`src/rtl/lfu_pkg.sv`:
```
// ----------------------------------------------------------------------------
// lfu_pkg
// Shared types and constants of the LFU page replacement block.
// ----------------------------------------------------------------------------
`default_nettype none

package lfu_pkg;

  localparam int unsigned NumFramesDef = 16;

  localparam int unsigned PageW    = 16;
  localparam int unsigned FreqW    = 16;
  localparam int unsigned StampW   = 32;
  localparam int unsigned FaultW   = 32;
  localparam int unsigned CfgW     = 5;
  localparam int unsigned IdxOutW  = 4;

  localparam logic [CfgW-1:0]   CfgReset = CfgW'(16);
  localparam logic [FreqW-1:0]  FreqMax  = '1;
  localparam logic [StampW-1:0] StampMax = '1;
  localparam logic [FaultW-1:0] FaultMax = '1;

  typedef enum logic [1:0] {
    StIdle,
    StScan,
    StWait,
    StDone
  } state_e;

  // One frame table entry as held in the table memory.
  typedef struct packed {
    logic [PageW-1:0]  page;
    logic [FreqW-1:0]  freq;
    logic [StampW-1:0] stamp;
  } entry_t;

  // Per-cycle control of the scan unit.
  typedef struct packed {
    logic clear;   // start of a new lookup
    logic vld;     // read data belongs to an active frame
    logic first;   // entry is frame zero
    logic filled;  // entry holds a resident page
  } scan_ctl_t;

  // Outcome of a scan: matching entry on a hit, otherwise the victim.
  typedef struct packed {
    logic   hit;
    entry_t entry;
  } sel_t;

endpackage

`default_nettype wire

```
`src/rtl/lfu_in_if.sv`:
```
// ----------------------------------------------------------------------------
// lfu_in_if
// Page reference channel: one page number per word.
// ----------------------------------------------------------------------------
`default_nettype none

interface lfu_in_if
  import lfu_pkg::*;
();
  logic             valid;
  logic             ready;
  logic [PageW-1:0] page_number;

  modport source (output valid, output page_number, input ready);
  modport sink   (input valid, input page_number, output ready);
endinterface

`default_nettype wire

```
`src/rtl/lfu_out_if.sv`:
```
// ----------------------------------------------------------------------------
// lfu_out_if
// Result channel: lookup outcome of one page reference per word.
// ----------------------------------------------------------------------------
`default_nettype none

interface lfu_out_if
  import lfu_pkg::*;
();
  logic               valid;
  logic               ready;
  logic               hit;
  logic [IdxOutW-1:0] frame_index;
  logic               evicted_valid;
  logic [PageW-1:0]   evicted_page;
  logic [FaultW-1:0]  fault_count;

  modport source (output valid, output hit, output frame_index, output evicted_valid,
                  output evicted_page, output fault_count, input ready);
  modport sink   (input valid, input hit, input frame_index, input evicted_valid,
                  input evicted_page, input fault_count, output ready);
endinterface

`default_nettype wire

```
`src/rtl/lfu_cfg_if.sv`:
```
// ----------------------------------------------------------------------------
// lfu_cfg_if
// Configuration write channel for the active frame count.
// ----------------------------------------------------------------------------
`default_nettype none

interface lfu_cfg_if
  import lfu_pkg::*;
();
  logic            valid;
  logic            ready;
  logic [CfgW-1:0] frames_in_use;

  modport source (output valid, output frames_in_use, input ready);
  modport sink   (input valid, input frames_in_use, output ready);
endinterface

`default_nettype wire

```
`src/rtl/lfu_page_replacement.sv`:
```
// ----------------------------------------------------------------------------
// lfu_page_replacement
// LFU page replacement over a frame table kept in one synchronous RAM.
// ----------------------------------------------------------------------------
// Sequence: an accepted word reads the n active frames in StScan, n being
//   the active frame count, settles the last compare in StWait, then in
//   StDone writes back and loads the result, holding there on output stall.
//   A new word waits for StIdle; the single read port reads one frame per cycle.
// Reset: counters and fault count clear, load stamp resets to one; the table
//   RAM needs no clearing pass, residency follows from the fill count.
// ----------------------------------------------------------------------------
`default_nettype none

module lfu_page_replacement
  import lfu_pkg::*;
#(
  parameter int unsigned NumFrames = NumFramesDef
) (
  input  wire logic  clk_i,
  input  wire logic  rst_ni,
  lfu_cfg_if.sink    cfg_i,
  lfu_in_if.sink     req_i,
  lfu_out_if.source  rsp_o
);

  localparam int unsigned IdxW = (NumFrames > 1) ? $clog2(NumFrames) : 1;
  localparam int unsigned CntW = $clog2(NumFrames + 1);

  // Control state
  state_e            state_q, state_d;
  logic [CfgW-1:0]   frames_q;
  logic [CntW-1:0]   filled_q, filled_d;
  logic [StampW-1:0] stamp_q, stamp_d;
  logic [FaultW-1:0] faults_q, faults_d;
  logic [IdxW-1:0]   addr_q, addr_d;
  logic              cmp_vld_q;
  logic [IdxW-1:0]   cmp_idx_q;
  logic              out_vld_q, out_vld_d;

  // Per-word payload
  logic [PageW-1:0]   page_q, page_d;
  logic [CntW-1:0]    n_q, n_d;
  logic               out_hit_q, out_hit_d;
  logic [IdxOutW-1:0] out_idx_q, out_idx_d;
  logic               out_ev_q, out_ev_d;
  logic [PageW-1:0]   out_evp_q, out_evp_d;
  logic [FaultW-1:0]  out_flt_q, out_flt_d;

  logic [CntW-1:0] active_n;
  logic            req_fire;
  logic            done_fire;
  logic            ram_we, ram_re;
  logic [IdxW-1:0] ram_waddr;
  entry_t          ram_wdata, ram_rdata;
  scan_ctl_t       scan_ctl;
  sel_t            sel;
  logic [IdxW-1:0] sel_idx;
  logic [IdxW-1:0] slot;

  // Clamp the configured count into 1..NumFrames
  always_comb begin
    if (32'(frames_q) > NumFrames) begin
      active_n = CntW'(NumFrames);
    end else if (frames_q == '0) begin
      active_n = CntW'(1);
    end else begin
      active_n = CntW'(frames_q);
    end
  end

  // User must write configuration only while idle; not enforced, always taken
  assign cfg_i.ready = 1'b1;

  always_ff @(posedge clk_i or negedge rst_ni) begin
    if (!rst_ni) begin
      frames_q <= CfgReset;
    end else if (cfg_i.valid) begin
      frames_q <= cfg_i.frames_in_use;
    end
  end

  assign req_i.ready = (state_q == StIdle);
  assign req_fire    = req_i.valid && req_i.ready;

  // Scan control: data read in the previous cycle is tagged with its index.
  // Frames below the fill count are exactly the resident ones.
  assign scan_ctl.clear  = req_fire;
  assign scan_ctl.vld    = cmp_vld_q;
  assign scan_ctl.first  = (cmp_idx_q == '0);
  assign scan_ctl.filled = (CntW'(cmp_idx_q) < filled_q);

  // Sequencer: issue reads, let the last compare settle, then write back.
  // The write lands before the next lookup starts, so no forwarding is needed.
  always_comb begin
    state_d   = state_q;
    addr_d    = addr_q;
    page_d    = page_q;
    n_d       = n_q;
    ram_re    = 1'b0;
    done_fire = 1'b0;
    case (state_q)
      StIdle: begin
        if (req_fire) begin
          page_d  = req_i.page_number;
          n_d     = active_n;
          addr_d  = '0;
          state_d = StScan;
        end
      end
      StScan: begin
        ram_re = 1'b1;
        if (CntW'(addr_q) == n_q - CntW'(1)) begin
          state_d = StWait;
        end else begin
          addr_d = addr_q + IdxW'(1);
        end
      end
      StWait: begin
        state_d = StDone;
      end
      StDone: begin
        // hold until the output register is free
        if (!out_vld_q || rsp_o.ready) begin
          done_fire = 1'b1;
          state_d   = StIdle;
        end
      end
      default: begin
        state_d = StIdle;
      end
    endcase
  end

  // Write-back and result
  always_comb begin
    filled_d  = filled_q;
    stamp_d   = stamp_q;
    faults_d  = faults_q;
    ram_we    = 1'b0;
    slot      = sel_idx;
    ram_wdata = sel.entry;
    out_hit_d = out_hit_q;
    out_idx_d = out_idx_q;
    out_ev_d  = out_ev_q;
    out_evp_d = out_evp_q;
    out_flt_d = out_flt_q;
    out_vld_d = out_vld_q && !rsp_o.ready;

    if (sel.hit) begin
      // bump the frequency, keep page and load stamp
      if (sel.entry.freq != FreqMax) begin
        ram_wdata.freq = sel.entry.freq + FreqW'(1);
      end
    end else begin
      // fill the next empty frame, else evict the selected victim
      if (filled_q < n_q) begin
        slot = filled_q[IdxW-1:0];
      end
      ram_wdata.page  = page_q;
      ram_wdata.freq  = FreqW'(1);
      ram_wdata.stamp = stamp_q;
    end

    if (done_fire) begin
      ram_we    = 1'b1;
      out_vld_d = 1'b1;
      out_hit_d = sel.hit;
      out_idx_d = IdxOutW'(slot);
      out_ev_d  = 1'b0;
      out_evp_d = '0;
      out_flt_d = faults_q;
      if (!sel.hit) begin
        if (filled_q < n_q) begin
          filled_d = filled_q + CntW'(1);
        end else begin
          out_ev_d  = 1'b1;
          out_evp_d = sel.entry.page;
        end
        if (stamp_q != StampMax) begin
          stamp_d = stamp_q + StampW'(1);
        end
        if (faults_q != FaultMax) begin
          faults_d = faults_q + FaultW'(1);
        end
        out_flt_d = faults_d;
      end
    end
  end

  assign ram_waddr = slot;

  always_ff @(posedge clk_i or negedge rst_ni) begin
    if (!rst_ni) begin
      state_q   <= StIdle;
      filled_q  <= '0;
      stamp_q   <= StampW'(1);
      faults_q  <= '0;
      addr_q    <= '0;
      cmp_vld_q <= 1'b0;
      cmp_idx_q <= '0;
      out_vld_q <= 1'b0;
    end else begin
      state_q   <= state_d;
      filled_q  <= filled_d;
      stamp_q   <= stamp_d;
      faults_q  <= faults_d;
      addr_q    <= addr_d;
      cmp_vld_q <= ram_re;
      cmp_idx_q <= addr_q;
      out_vld_q <= out_vld_d;
    end
  end

  always_ff @(posedge clk_i) begin
    page_q    <= page_d;
    n_q       <= n_d;
    out_hit_q <= out_hit_d;
    out_idx_q <= out_idx_d;
    out_ev_q  <= out_ev_d;
    out_evp_q <= out_evp_d;
    out_flt_q <= out_flt_d;
  end

  lfu_ram #(
    .Width ($bits(entry_t)),
    .Depth (NumFrames)
  ) u_table (
    .clk_i   (clk_i),
    .we_i    (ram_we),
    .waddr_i (ram_waddr),
    .wdata_i (ram_wdata),
    .re_i    (ram_re),
    .raddr_i (addr_q),
    .rdata_o (ram_rdata)
  );

  lfu_scan #(
    .NumFrames (NumFrames)
  ) u_scan (
    .clk_i     (clk_i),
    .rst_ni    (rst_ni),
    .ctl_i     (scan_ctl),
    .idx_i     (cmp_idx_q),
    .page_i    (page_q),
    .rdata_i   (ram_rdata),
    .sel_o     (sel),
    .sel_idx_o (sel_idx)
  );

  assign rsp_o.valid         = out_vld_q;
  assign rsp_o.hit           = out_hit_q;
  assign rsp_o.frame_index   = out_idx_q;
  assign rsp_o.evicted_valid = out_ev_q;
  assign rsp_o.evicted_page  = out_evp_q;
  assign rsp_o.fault_count   = out_flt_q;

endmodule

`default_nettype wire

```
`src/rtl/lfu_ram.sv`:
```
// ----------------------------------------------------------------------------
// lfu_ram
// Generic simple dual-port RAM, one write and one registered read port.
// ----------------------------------------------------------------------------
`default_nettype none

module lfu_ram #(
  parameter int unsigned Width = 8,
  parameter int unsigned Depth = 16,
  localparam int unsigned AddrW = (Depth > 1) ? $clog2(Depth) : 1
) (
  input  wire logic             clk_i,
  input  wire logic             we_i,
  input  wire logic [AddrW-1:0] waddr_i,
  input  wire logic [Width-1:0] wdata_i,
  input  wire logic             re_i,
  input  wire logic [AddrW-1:0] raddr_i,
  output logic      [Width-1:0] rdata_o
);

  logic [Width-1:0] mem_q [Depth];
  logic [Width-1:0] rdata_q;

  always_ff @(posedge clk_i) begin
    if (we_i) begin
      mem_q[waddr_i] <= wdata_i;
    end
    if (re_i) begin
      rdata_q <= mem_q[raddr_i];
    end
  end

  assign rdata_o = rdata_q;

endmodule

`default_nettype wire

```
`src/rtl/lfu_scan.sv`:
```
// ----------------------------------------------------------------------------
// lfu_scan
// Walks the entries read from the frame table: finds the first hit and
// otherwise keeps the least frequent, earliest loaded frame as victim.
// ----------------------------------------------------------------------------
`default_nettype none

module lfu_scan
  import lfu_pkg::*;
#(
  parameter int unsigned NumFrames = NumFramesDef,
  localparam int unsigned IdxW = (NumFrames > 1) ? $clog2(NumFrames) : 1
) (
  input  wire logic            clk_i,
  input  wire logic            rst_ni,
  input  wire scan_ctl_t       ctl_i,
  input  wire logic [IdxW-1:0] idx_i,
  input  wire logic [PageW-1:0] page_i,
  input  wire entry_t          rdata_i,
  output sel_t                 sel_o,
  output logic      [IdxW-1:0] sel_idx_o
);

  logic            hit_q, hit_d;
  entry_t          entry_q, entry_d;
  logic [IdxW-1:0] idx_q, idx_d;
  logic            match;
  logic            better;

  always_comb begin
    match  = ctl_i.filled && (rdata_i.page == page_i);
    better = (rdata_i.freq < entry_q.freq) ||
             ((rdata_i.freq == entry_q.freq) && (rdata_i.stamp < entry_q.stamp));
    hit_d   = hit_q;
    entry_d = entry_q;
    idx_d   = idx_q;
    if (ctl_i.clear) begin
      hit_d = 1'b0;
    end else if (ctl_i.vld && !hit_q) begin
      // a hit freezes the selection; strict compare keeps the lowest index on ties
      if (match || ctl_i.first || better) begin
        hit_d   = match;
        entry_d = rdata_i;
        idx_d   = idx_i;
      end
    end
  end

  always_ff @(posedge clk_i or negedge rst_ni) begin
    if (!rst_ni) begin
      hit_q <= 1'b0;
    end else begin
      hit_q <= hit_d;
    end
  end

  always_ff @(posedge clk_i) begin
    entry_q <= entry_d;
    idx_q   <= idx_d;
  end

  assign sel_o.hit   = hit_q;
  assign sel_o.entry = entry_q;
  assign sel_idx_o   = idx_q;

endmodule

`default_nettype wire

```
`src/flat_wrapper.sv`:
```
// flat-port wrapper written by rule: the top's interface ports become plain ports
module lfu_page_replacement_flat import lfu_pkg::*;
#(
  parameter int unsigned NumFrames = NumFramesDef
)
  (clk_i, rst_ni, cfg_i_valid, cfg_i_frames_in_use, cfg_i_ready, req_i_valid, req_i_page_number, req_i_ready, rsp_o_valid, rsp_o_hit, rsp_o_frame_index, rsp_o_evicted_valid, rsp_o_evicted_page, rsp_o_fault_count, rsp_o_ready);
  lfu_cfg_if cfg_i_i ();
  lfu_in_if req_i_i ();
  lfu_out_if rsp_o_i ();
  input  wire logic clk_i;
  input  wire logic rst_ni;
  input wire logic [$bits(cfg_i_i.valid)-1:0] cfg_i_valid;
  input wire logic [$bits(cfg_i_i.frames_in_use)-1:0] cfg_i_frames_in_use;
  output wire logic [$bits(cfg_i_i.ready)-1:0] cfg_i_ready;
  input wire logic [$bits(req_i_i.valid)-1:0] req_i_valid;
  input wire logic [$bits(req_i_i.page_number)-1:0] req_i_page_number;
  output wire logic [$bits(req_i_i.ready)-1:0] req_i_ready;
  output wire logic [$bits(rsp_o_i.valid)-1:0] rsp_o_valid;
  output wire logic [$bits(rsp_o_i.hit)-1:0] rsp_o_hit;
  output wire logic [$bits(rsp_o_i.frame_index)-1:0] rsp_o_frame_index;
  output wire logic [$bits(rsp_o_i.evicted_valid)-1:0] rsp_o_evicted_valid;
  output wire logic [$bits(rsp_o_i.evicted_page)-1:0] rsp_o_evicted_page;
  output wire logic [$bits(rsp_o_i.fault_count)-1:0] rsp_o_fault_count;
  input wire logic [$bits(rsp_o_i.ready)-1:0] rsp_o_ready;
  assign cfg_i_i.valid = cfg_i_valid;
  assign cfg_i_i.frames_in_use = cfg_i_frames_in_use;
  assign cfg_i_ready = cfg_i_i.ready;
  assign req_i_i.valid = req_i_valid;
  assign req_i_i.page_number = req_i_page_number;
  assign req_i_ready = req_i_i.ready;
  assign rsp_o_valid = rsp_o_i.valid;
  assign rsp_o_hit = rsp_o_i.hit;
  assign rsp_o_frame_index = rsp_o_i.frame_index;
  assign rsp_o_evicted_valid = rsp_o_i.evicted_valid;
  assign rsp_o_evicted_page = rsp_o_i.evicted_page;
  assign rsp_o_fault_count = rsp_o_i.fault_count;
  assign rsp_o_i.ready = rsp_o_ready;
  lfu_page_replacement #(.NumFrames(NumFrames)) u_core (.clk_i(clk_i), .rst_ni(rst_ni), .cfg_i(cfg_i_i), .req_i(req_i_i), .rsp_o(rsp_o_i));
endmodule
```
`config.mk`:
```
export PLATFORM = sky130hd
export DESIGN_NAME = lfu_page_replacement_flat
export DESIGN_NICKNAME = d
export VERILOG_FILES = /design/src/rtl/lfu_pkg.sv /design/src/rtl/lfu_in_if.sv /design/src/rtl/lfu_out_if.sv /design/src/rtl/lfu_cfg_if.sv /design/src/rtl/lfu_page_replacement.sv /design/src/rtl/lfu_ram.sv /design/src/rtl/lfu_scan.sv /design/src/flat_wrapper.sv
export SDC_FILE = /design/constraint.sdc
export NUM_CORES = 1
export LEC_CHECK = 0
export BUFFER_PORTS_ARGS = -buffer_cell sky130_fd_sc_hd__buf_2
export CAP_MARGIN = 20
export CORE_MARGIN = 10
export CORE_UTILIZATION = 35
export DETAILED_ROUTE_END_ITERATION = 6
export GPL_TIMING_DRIVEN = 0
export PLACE_DENSITY = 0.58
export SLEW_MARGIN = 20
export SYNTH_ARGS = -nofsm -noshare
export SYNTH_HDL_FRONTEND = slang
export SYNTH_SLANG_ARGS = --single-unit
```
`constraint.sdc`:
```
create_clock -name clk_i -period 7.39 [get_ports clk_i]
set_input_delay 1.1085 -clock clk_i [delete_from_list [all_inputs] [get_ports clk_i]]
set_output_delay 1.1085 -clock clk_i [all_outputs]
set_load 0.02 [all_outputs]
```
# After elaboration in Yosys (flattened, before gate mapping)
# Memory sizes are Yosys's and may differ from the RTL's. A register that Yosys moved wholly into a read port is not among the register bits.
# Cells that the tools add are included.
[op_classes] add_sub_neg=6 magnitude_cmp=5 n_eq_ne=13 mux=27 n_bitwise=2 reduce_logical=27
[ops] op="$mux W32" n=3
[ops] op="$add A32 B1 Y32 const B" n=2
[ops] op="$ne A32 B32 Y1 const B" n=2
[ops] op="$mux W16" n=3
[ops] op="$eq A16 B16 Y1" n=2
[ops] op="$lt A32 B32 Y1" n=1
[ops] op="$add A16 B1 Y16 const B" n=1
[ops] op="$lt A16 B16 Y1" n=1
[ops] op="$mux W4" n=4
[ops] op="$ne A16 B16 Y1 const B" n=1
[ops] op="$reduce_and A3 Y1" n=5
[ops] op="$mux W1" n=11
[ops] op="$pmux W2 S4" n=1
[ops] op="$pmux W4 S2" n=1
[ops] op="$mux W2" n=3
[ops] op="$reduce_bool A2 Y1" n=3
[ops] op="$add A5 B1 Y5 const B" n=1
[ops] op="$eq A4 B5 Y1" n=1
[ops] op="$gt A5 B5 Y1 const B" n=1
[ops] op="$logic_and A1 B1 Y1" n=5
[ops] op="$logic_not A5 Y1" n=1
[ops] op="$lt A4 B5 Y1" n=1
[ops] op="$lt A5 B5 Y1" n=1
[ops] op="$mux W5" n=1
[ops] op="other kinds (13)" n=24
[word_totals] register_bits=230 ramBits=1024 in_bits=26 output_inout_bits=57 wordCells=103 n_memories=1
[memory_table] name="u_core.u_table.mem_q" depth=16 width=64 read_ports=1 rd_ports_with_merged_regs=1 wr=1 line_no="lfu_ram.sv:21" rtl="logic [Width-1:0] mem_q [Depth];"

# Logic depth before layout (Yosys ltp)
# Gate-level depths: netlist of run 1.
[logic_depth] ltp_word=7 depth_mapped=9

# Hierarchy
# From an unflattened synthesis of run 1, not the netlist that was laid out.
[unflattened] cells_unflattened=2652 hier_area_um2=52256.4
[modules_own_cells] mod="lfu_ram" n_inst=1 cells_each=1647 area_per_inst_um2=40222.3 seq_area_each_um2=32671.3
[modules_own_cells] mod="lfu_page_replacement" n_inst=1 cells_each=745 area_per_inst_um2=8560.7 seq_area_each_um2=4406.7
[modules_own_cells] mod="lfu_scan" n_inst=1 cells_each=260 area_per_inst_um2=3473.3 seq_area_each_um2=2067.0

# Worst setup path before layout of run 1
# Ideal clock, no wire load.
[synth_timing] path_type="flip-flop to flip-flop" start="register u_core.u_table.rdata_q[2] (netlist: u_core.u_table.rdata_o[2]) (read register of u_core.u_table.mem_q)" end="register u_core.u_scan.idx_q[0] (netlist: u_core.u_scan.sel_idx_o[0]), enable pin" arrival_ns=5.059 required_ns=6.873 path_slack_ns=1.814 path_stages_with_launch=8 synth_period_minus_slack_ns=5.576 path_cell_list="edfxtp_1 ha_1 a211o_1 a31oi_1 o211ai_1 a211o_1 a311o_1 a21oi_1"
[synth_between] elab_chain_len=5
[synth_rtl] element="start, declared" line_no="lfu_ram.sv:22" rtl="logic [Width-1:0] rdata_q;"
[synth_rtl] element="$lt A32 B32 Y1" line_no="lfu_scan.sv:33" rtl="((rdata_i.freq == entry_q.freq) && (rdata_i.stamp < entry_q.stamp));"
[synth_rtl] element="$logic_and A1 B1 Y1" line_no="lfu_scan.sv:33"
[synth_rtl] element="$logic_or A1 B1 Y1" line_no="lfu_scan.sv:32" rtl="better = (rdata_i.freq < entry_q.freq) ||"
[synth_rtl] element="$logic_or A1 B1 Y1" line_no="lfu_scan.sv:41" rtl="if (match || ctl_i.first || better) begin"
[synth_rtl] element="$reduce_and A3 Y1 (no source line)"
[synth_rtl] element="end signal, assigned" line_no="lfu_scan.sv:59" rtl="idx_q <= idx_d;"
[synth_rtl] element="end, declared" line_no="lfu_scan.sv:26" rtl="logic [IdxW-1:0] idx_q, idx_d;"
# Every way passes these cells.
# A chain may end at the register's enable or synchronous reset.

==> results.cfg, run 1 <==
[status]
status = complete, no violations

[timing]
min_period_over_period = 0.541
timing.fmax_mhz = 250
fin_ws_ps = 3390
report.final.hold_viol_count = 0
setup_tns_ps = 0
clock_skew_ps = 26.3
max-slew-margin-rel = 0.208
fin_crit_ps = 4000
tightest_slew_ps = 1190
worst_hold_slack_ps = 203
rsz0062_at_grt = no
setup_violations = 0
drv_slew = 0

[detailed_routing]
drt_iter0_markers = 2541
ant_nets = 0
via_count = 25931
drc = 0
drt-wirelength-per-cell_um = 25.4
wl_mm = 125
dr.pass1.iters = 5
vias_per_cell = 5.28

[setup_path]
crit_type = flop to flop
r2r.worst_path.cells = 5
ff2ff_setup_slack_ps = 3390
path_max_fanout = 10
rr_endpoint = u_core.u_table.rdata_o[16]
crit_required_ps = 7880
arrival_ps = 4480
worst_setup_path_end_kind = flop
cp-start-kind = flop
rr_startpoint = u_core.addr_q[1]

[cells_and_area]
n_antenna_cell = 0
area_growth_pct = 19.4
seqCellArea_sq_um = 39100
layout.nets = 2966
multi_input_area_sq_um = 12500
drive_above_1_share = 0.277
fillers = 12667

[logic_synthesis]
synth_top_cells_by_area = edfxtp_1 71%, mux4_2 14%, dfrtp_1 4.1%
synth.top_cell.area_share = 0.709
syn_inst = 2554
synth.distinct_cells = 59
synth_commonest_cells = 1,231 x edfxtp_1, 320 x mux4_2, 87 x nand2_1
synth-async-reset-ratio = 0.0660
yosysWarnings = 0
yosysMostFrequentCell = edfxtp_1
synth_top_cell_by_area = edfxtp_1
ys_ff_latch = 1318
yosysSeqAreaShare = 0.751
avgSynthCellArea_sq_um = 20.4
synth_edf_count = 1231
synth.net_count = 2646
ys.flop_type = edfxtp_1
syn_area_sq_um = 52200

[clock_tree]
clk_latency_ps = 760
clk_pin_slew_ps = 70
cts_buffer_depth = 3
cts_sinks = 1318
post_cts_buffers = 0
cts_tree = done
cts_buffers = 137
cts_resized = 0
h-tree-depth = 4
cts-root-buf = clkbuf_16
hold_buffers = 0

[die]
fp.dieW_um = 406
io_pins = 83
num_rows = 141
die_h_um = 406
core_sq_um = 148000
dieArea_sq_um = 165000
start_util = 0.353

[power_and_ir_drop]
p_sw_w = 0.00643
seq_power_share = 0.442
p_int_w = 0.0158
leakage_nw = 20.2
power.total_w = 0.0222
power_frac_comb = 0.244
switching_share = 0.290
pwr-share-clk = 0.315
power.density_nw_per_um2 = 356
ir_drop_uv = 235

[placed_design]
portBuffers = 81
detailed_place_hpwl_mm = 82.8
place_ws_ps = 2680
gp_congestion = 0.766

[global_routing]
antenna_found_initial = 0
track_usage = 0.151
grt_first_pass_wirelength_mm = 184
grt_max_degree = 67
grt-ovfl-total = 0
grt_pass1_vias = 26520

[worst_hold_path]
hp-class = input port to async pin

[job]
cap_violations = 0
[how the worst max path moves through the flow]
stage	startpoint	to	cells past startpoint
2_1_floorplan	u_core.u_table.rdata_o[2]	u_core.u_scan.sel_idx_o[0]	7
3_3_place_gp	rsp_o_ready	u_core.u_table.mem_q[12][27]	6
3_5_place_dp	rsp_o_ready	u_core.u_table.mem_q[9][32]	11
4_1_cts	u_core.addr_q[0]	u_core.u_table.rdata_o[62]	5
5_1_grt	u_core.u_scan.sel_o[47]	u_core.u_scan.sel_o[33]	9
6_report	u_core.addr_q[1]	u_core.u_table.rdata_o[16]	5
[power by group through the flow]
stage	combinational, W	clock [W]	sequential [W]
3_5_place_dp	0.00548	0	0.00993
2_1_floorplan	0.00317	0	0.0100
3_3_place_gp	0.00498	0	0.0101
5_1_grt	0.00582	0.00745	0.00987
6_report	0.00540	0.00698	0.00979
4_1_cts	0.00550	0.00714	0.00979
[layout by cell type, fill, tap and decap left out, drive strengths merged, types with 7 or more instances in the layout]
cell type,Yosys,layout
edfxtp,1231,1231
mux4,320,320
clkbuf,72,251
buf,37,211
nand2,87,87
dfrtp,85,85
inv,80,85
xnor2,77,77
nor2,76,76
ha,66,66
nand3,50,50
mux2,50,50
xor2,48,48
clkinv,0,48
nand4,46,46
nor3,44,44
a21oi,42,42
o21ai,24,24
nor3b,19,19
bufinv,0,15
nor4,14,14
or3,7,7
a21o,7,7
clkinvlp,0,7
or4,7,7
[through the flow]
stage	utilization	instance area, sq um	cells
6_report	0.421	62300	4912
5_1_grt	0.421	62300	4912
4_1_cts	0.421	62300	4910
3_5_place_dp	0.390	57700	4663
3_3_place_gp	0.372	55000	4565
2_1_floorplan	-	52200	2554
[registers in the layout, indices dropped and copies added, names as in the netlist, 4 cells and up]
| signal | cells |
|---|---|
| u_core.addr_q | 4 |
| u_core.cmp_idx_q | 4 |
| u_core.faults_q | 32 |
| u_core.filled_q | 5 |
| u_core.frames_q | 5 |
| u_core.n_q | 5 |
| u_core.page_q | 16 |
| u_core.rsp_o.evicted_page | 16 |
| u_core.rsp_o.fault_count | 32 |
| u_core.rsp_o.frame_index | 4 |
| u_core.stamp_q | 32 |
| u_core.u_scan.sel_idx_o | 4 |
| u_core.u_scan.sel_o | 64 |
| u_core.u_table.mem_q | 1024 |
| u_core.u_table.rdata_o | 64 |
[worst max-delay path: stages, from the launching register on]
cell	delay, ps
dfrtp_1	370
clkbuf_1	730
clkbuf_1	750
clkbuf_1	900
mux4_2	440
mux4_2	500
[layout make-up]
type / count / area share
Multi-Input combinational cell: 1047 / 0.201
Inverter: 80 / 0.00486
Sequential cell: 1318 / 0.628
Tap cell: 1930 / 0.0388
Timing Repair Buffer: 181 / 0.0463
Clock buffer: 172 / 0.0591
Clock inverter: 75 / 0.0142
Buffer: 109 / 0.00733
[per-layer routing]
layer	global-route usage	up-vias	wire, um	share of wire
li1	-	11050	-	-
met1	0.217	13836	55300	0.44
met2	0.237	866	59000	0.47
met3	0.0284	179	7820	0.063
met4	0.0411	0	2770	0.022
met5	0	-	0	0
[kinds of logic (layout without fill, tap and decap cells)]
| kind of cell | Yosys count | after routing | share of synthesized area |
|---|---|---|---|
| xor gates and xnor gates | 126 | 126 | 0.0214 |
| adders and majority gates | 66 | 66 | 0.0158 |
| AOI/OAI and AO/OA | 99 | 99 | 0.0116 |
| DFF | 1318 | 1318 | 0.751 |
| other | 1 | 1 | 0.0000719 |
| muxes | 373 | 373 | 0.150 |
| buffers and inverters | 189 | 617 | 0.0138 |
| and+or+nand+nor | 382 | 382 | 0.0372 |
Power figures use the tool's default switching activity.
==> run 2, diff against run 1 <==
ABC_AREA = 1   (was default)
clock period = 3.9 ns   (was 7.39 ns; I/O delays follow)
==> results.cfg, run 2 <==
[clock_tree]
cts_resized = 0
clk_pin_slew_ps = 60
cts_sinks = 1318
cts_tree = done
cts_buffer_depth = 3
cts-root-buf = clkbuf_16
h-tree-depth = 4
clk_latency_ps = 790
cts_buffers = 137

[logic_synthesis]
syn_inst = 4171
yosysMostFrequentCell = edfxtp_1
avgSynthCellArea_sq_um = 12.9
synth_top_cell_by_area = edfxtp_1
synth_commonest_cells = 1,231 x edfxtp_1, 637 x nor2_1, 629 x o21ai_0
synth.top_cell.area_share = 0.689
yosysWarnings = 0
ys_ff_latch = 1318
yosysSeqAreaShare = 0.730
synth-async-reset-ratio = 0.0660
ys.flop_type = edfxtp_1
synth.net_count = 4263
synth.distinct_cells = 44
syn_area_sq_um = 53600
synth_top_cells_by_area = edfxtp_1 69%, o21ai_0 5.9%, nor2_1 4.5%
synth_edf_count = 1231

[timing]
clock_skew_ps = 30.0
tightest_slew_ps = 1230
drv_slew = 0
setup_tns_ps = 0
timing.fmax_mhz = 273
rsz0062_at_grt = no
report.final.hold_viol_count = 0
max-slew-margin-rel = 0.182
setup_violations = 0
fin_crit_ps = 3670
min_period_over_period = 0.940

[detailed_routing]
vias_per_cell = 5.53
drc = 0
drt_iter0_markers = 4915
via_count = 36874
ant_nets = 0
wl_mm = 173
dr.pass1.iters = 6
drt-wirelength-per-cell_um = 25.9

[placed_design]
dp.cells = 6383
portBuffers = 81
detailed_place_hpwl_mm = 116
placedInstanceArea_sq_um = 58700
gp_congestion = 0.875

[cells_and_area]
area_growth_pct = 18.2
drive_above_1_share = 0.114
layout_common_cells = 1,231 x edfxtp_1, 621 x nor2_1, 580 x o21ai_0
fillers = 13995
final_common_cell = edfxtp_1
layout.nets = 4628
fin_area_sq_um = 63400
multi_input_area_sq_um = 13000
top_register = u_core.u_table.mem_q
largest_reg_flops = 1024
seqCellArea_sq_um = 39100
stdcell_count = 6674

[setup_path]
cp-start-kind = flop
crit_path_frequent_cell = nand2_1
rr_startpoint = u_core.u_scan.sel_o[45]
critPathBufInv = 3
crit_family = simple AND/OR/NAND/NOR gates
crit_type = flop to flop
path_max_fanout = 40
path_cells = inv_1, ha_1, nand2_1, nor2_1, nand2_1, nor4_1, nand3_1, nand3_1, nand2_1, inv_4, buf_16
rr_endpoint = u_core.u_scan.sel_o[35]
crit_path_end = u_core.u_scan.sel_o[35]
worst_setup_path_end_kind = flop
crit_required_ps = 4340
startpoint = u_core.u_scan.sel_o[45]
arrival_ps = 4110
critPathSlowestCell = nor4_1
r2r.worst_path.cells = 11
slowest_delay_ps = 820
cp_num_cells = 11
ff2ff_setup_slack_ps = 230

[global_routing]
use_met3 = 0.0449
antenna_found_initial = 5
grt_pass1_vias = 35383
grt_util_met1 = 0.258
grt_use_met2 = 0.317
grt_max_degree = 50
grt_first_pass_wirelength_mm = 246
track_usage = 0.198
grt.busiest_layer = met2
grt-ovfl-total = 0

[power_and_ir_drop]
ir_drop_uv = 397
p_int_w = 0.0284
leakage_nw = 21.5
p_sw_w = 0.0150
seq_power_share = 0.430
power_frac_comb = 0.275
switching_share = 0.346
power.density_nw_per_um2 = 685
pwr-share-clk = 0.295

[worst_hold_path]
hold_start = cfg_i_frames_in_use[2]
hp-class = input port to flop

[die]
fp.dieW_um = 411
die_h_um = 411
start_util = 0.353
dieArea_sq_um = 169000
num_rows = 143
io_pins = 83
core_sq_um = 152000

[job]
cap_violations = 0

[status]
status = complete, no violations
## run 2: cell count changes after synthesis, sizes merged, moves of 26 or more
cell / before / now
clkbuf: 72 / 208
o21ai: 24 / 654
nand2: 87 / 383
nand4: 46 / 20
nor2: 76 / 644
xnor2: 77 / 18
inv: 80 / 208
o22ai: 0 / 59
o211ai: 2 / 60
nand3: 50 / 129
o221ai: 0 / 198
mux2: 50 / 4
mux4: 320 / 0
## run 2: how the worst min path moves through the flow
stage / to / cells past startpoint
after floorplan: u_core.addr_q[0] / 0
after global placement: u_core.cmp_idx_q[2] / 0
after detailed placement: u_core.cmp_idx_q[2] / 0
after CTS: u_core.frames_q[0] / 2
after global routing: u_core.frames_q[2] / 2
final: u_core.frames_q[2] / 2
## run 2: cell type report
cell class	count	area share
multi-input cells	2400	0.205
diodes	5	0.000197
plain buffers	245	0.0156
well taps	2030	0.0401
repair buffers	226	0.0417
flip-flops and latches	1318	0.617
clock inverters	61	0.00876
clock buffers	181	0.0590
inverters	208	0.0124
## run 2: layer usage
metal  routed length (um)  part of all wire
met1                67500              0.39
met2                80400              0.47
met3                17900              0.10
met4                 6790             0.039
met5                   51           0.00030
## run 2: cell families after synthesis
kind of cell,share of synthesized area
compound gates,0.115
xor+xnor,0.0124
fa+ha+maj,0.0154
buf+inv,0.0326
flops,0.730
mux,0.000840
other cells,0.0000699
simple gates,0.0938
## run 2: worst register-to-register path: stages (launching register included)
cell	delay [ps]
edfxtp_1	420
inv_1	80
ha_1	300
nand2_1	50
nor2_1	130
nand2_1	130
nor4_1	820
nand3_1	340
nand3_1	190
nand2_1	120
inv_4	360
buf_16	330
## run 2: power groups by stage
| stage | combinational (W) | sequential (W) | clock [W] |
|---|---|---|---|
| floorplan | 0.00617 | 0.0190 | 0 |
| detailed placement | 0.0117 | 0.0189 | 0 |
| CTS | 0.0117 | 0.0187 | 0.0129 |
| finish | 0.0120 | 0.0187 | 0.0128 |
| global placement | 0.0108 | 0.0192 | 0 |
| global route | 0.0128 | 0.0188 | 0.0135 |
## run 2: through the flow
stage	setup WS, ps	total power (W)	util	hold WS [ps]
3_3_place_gp	-5260	0.0300	0.372	360
4_1_cts	115	0.0433	0.415	4.29
5_1_grt	23.7	0.0451	0.417	31.4
2_1_floorplan	-979	0.0252	-	289
6_report	234	0.0434	0.417	35.6
3_5_place_dp	124	0.0306	0.386	379
## run 2: timing repair
item | in CTS | in global routing
endpoints found under the setup margin | 0 | 55
hold buffers | 19 | 0
buffers inserted | 0 | 24
endpoints found under the hold margin | 55 | 0
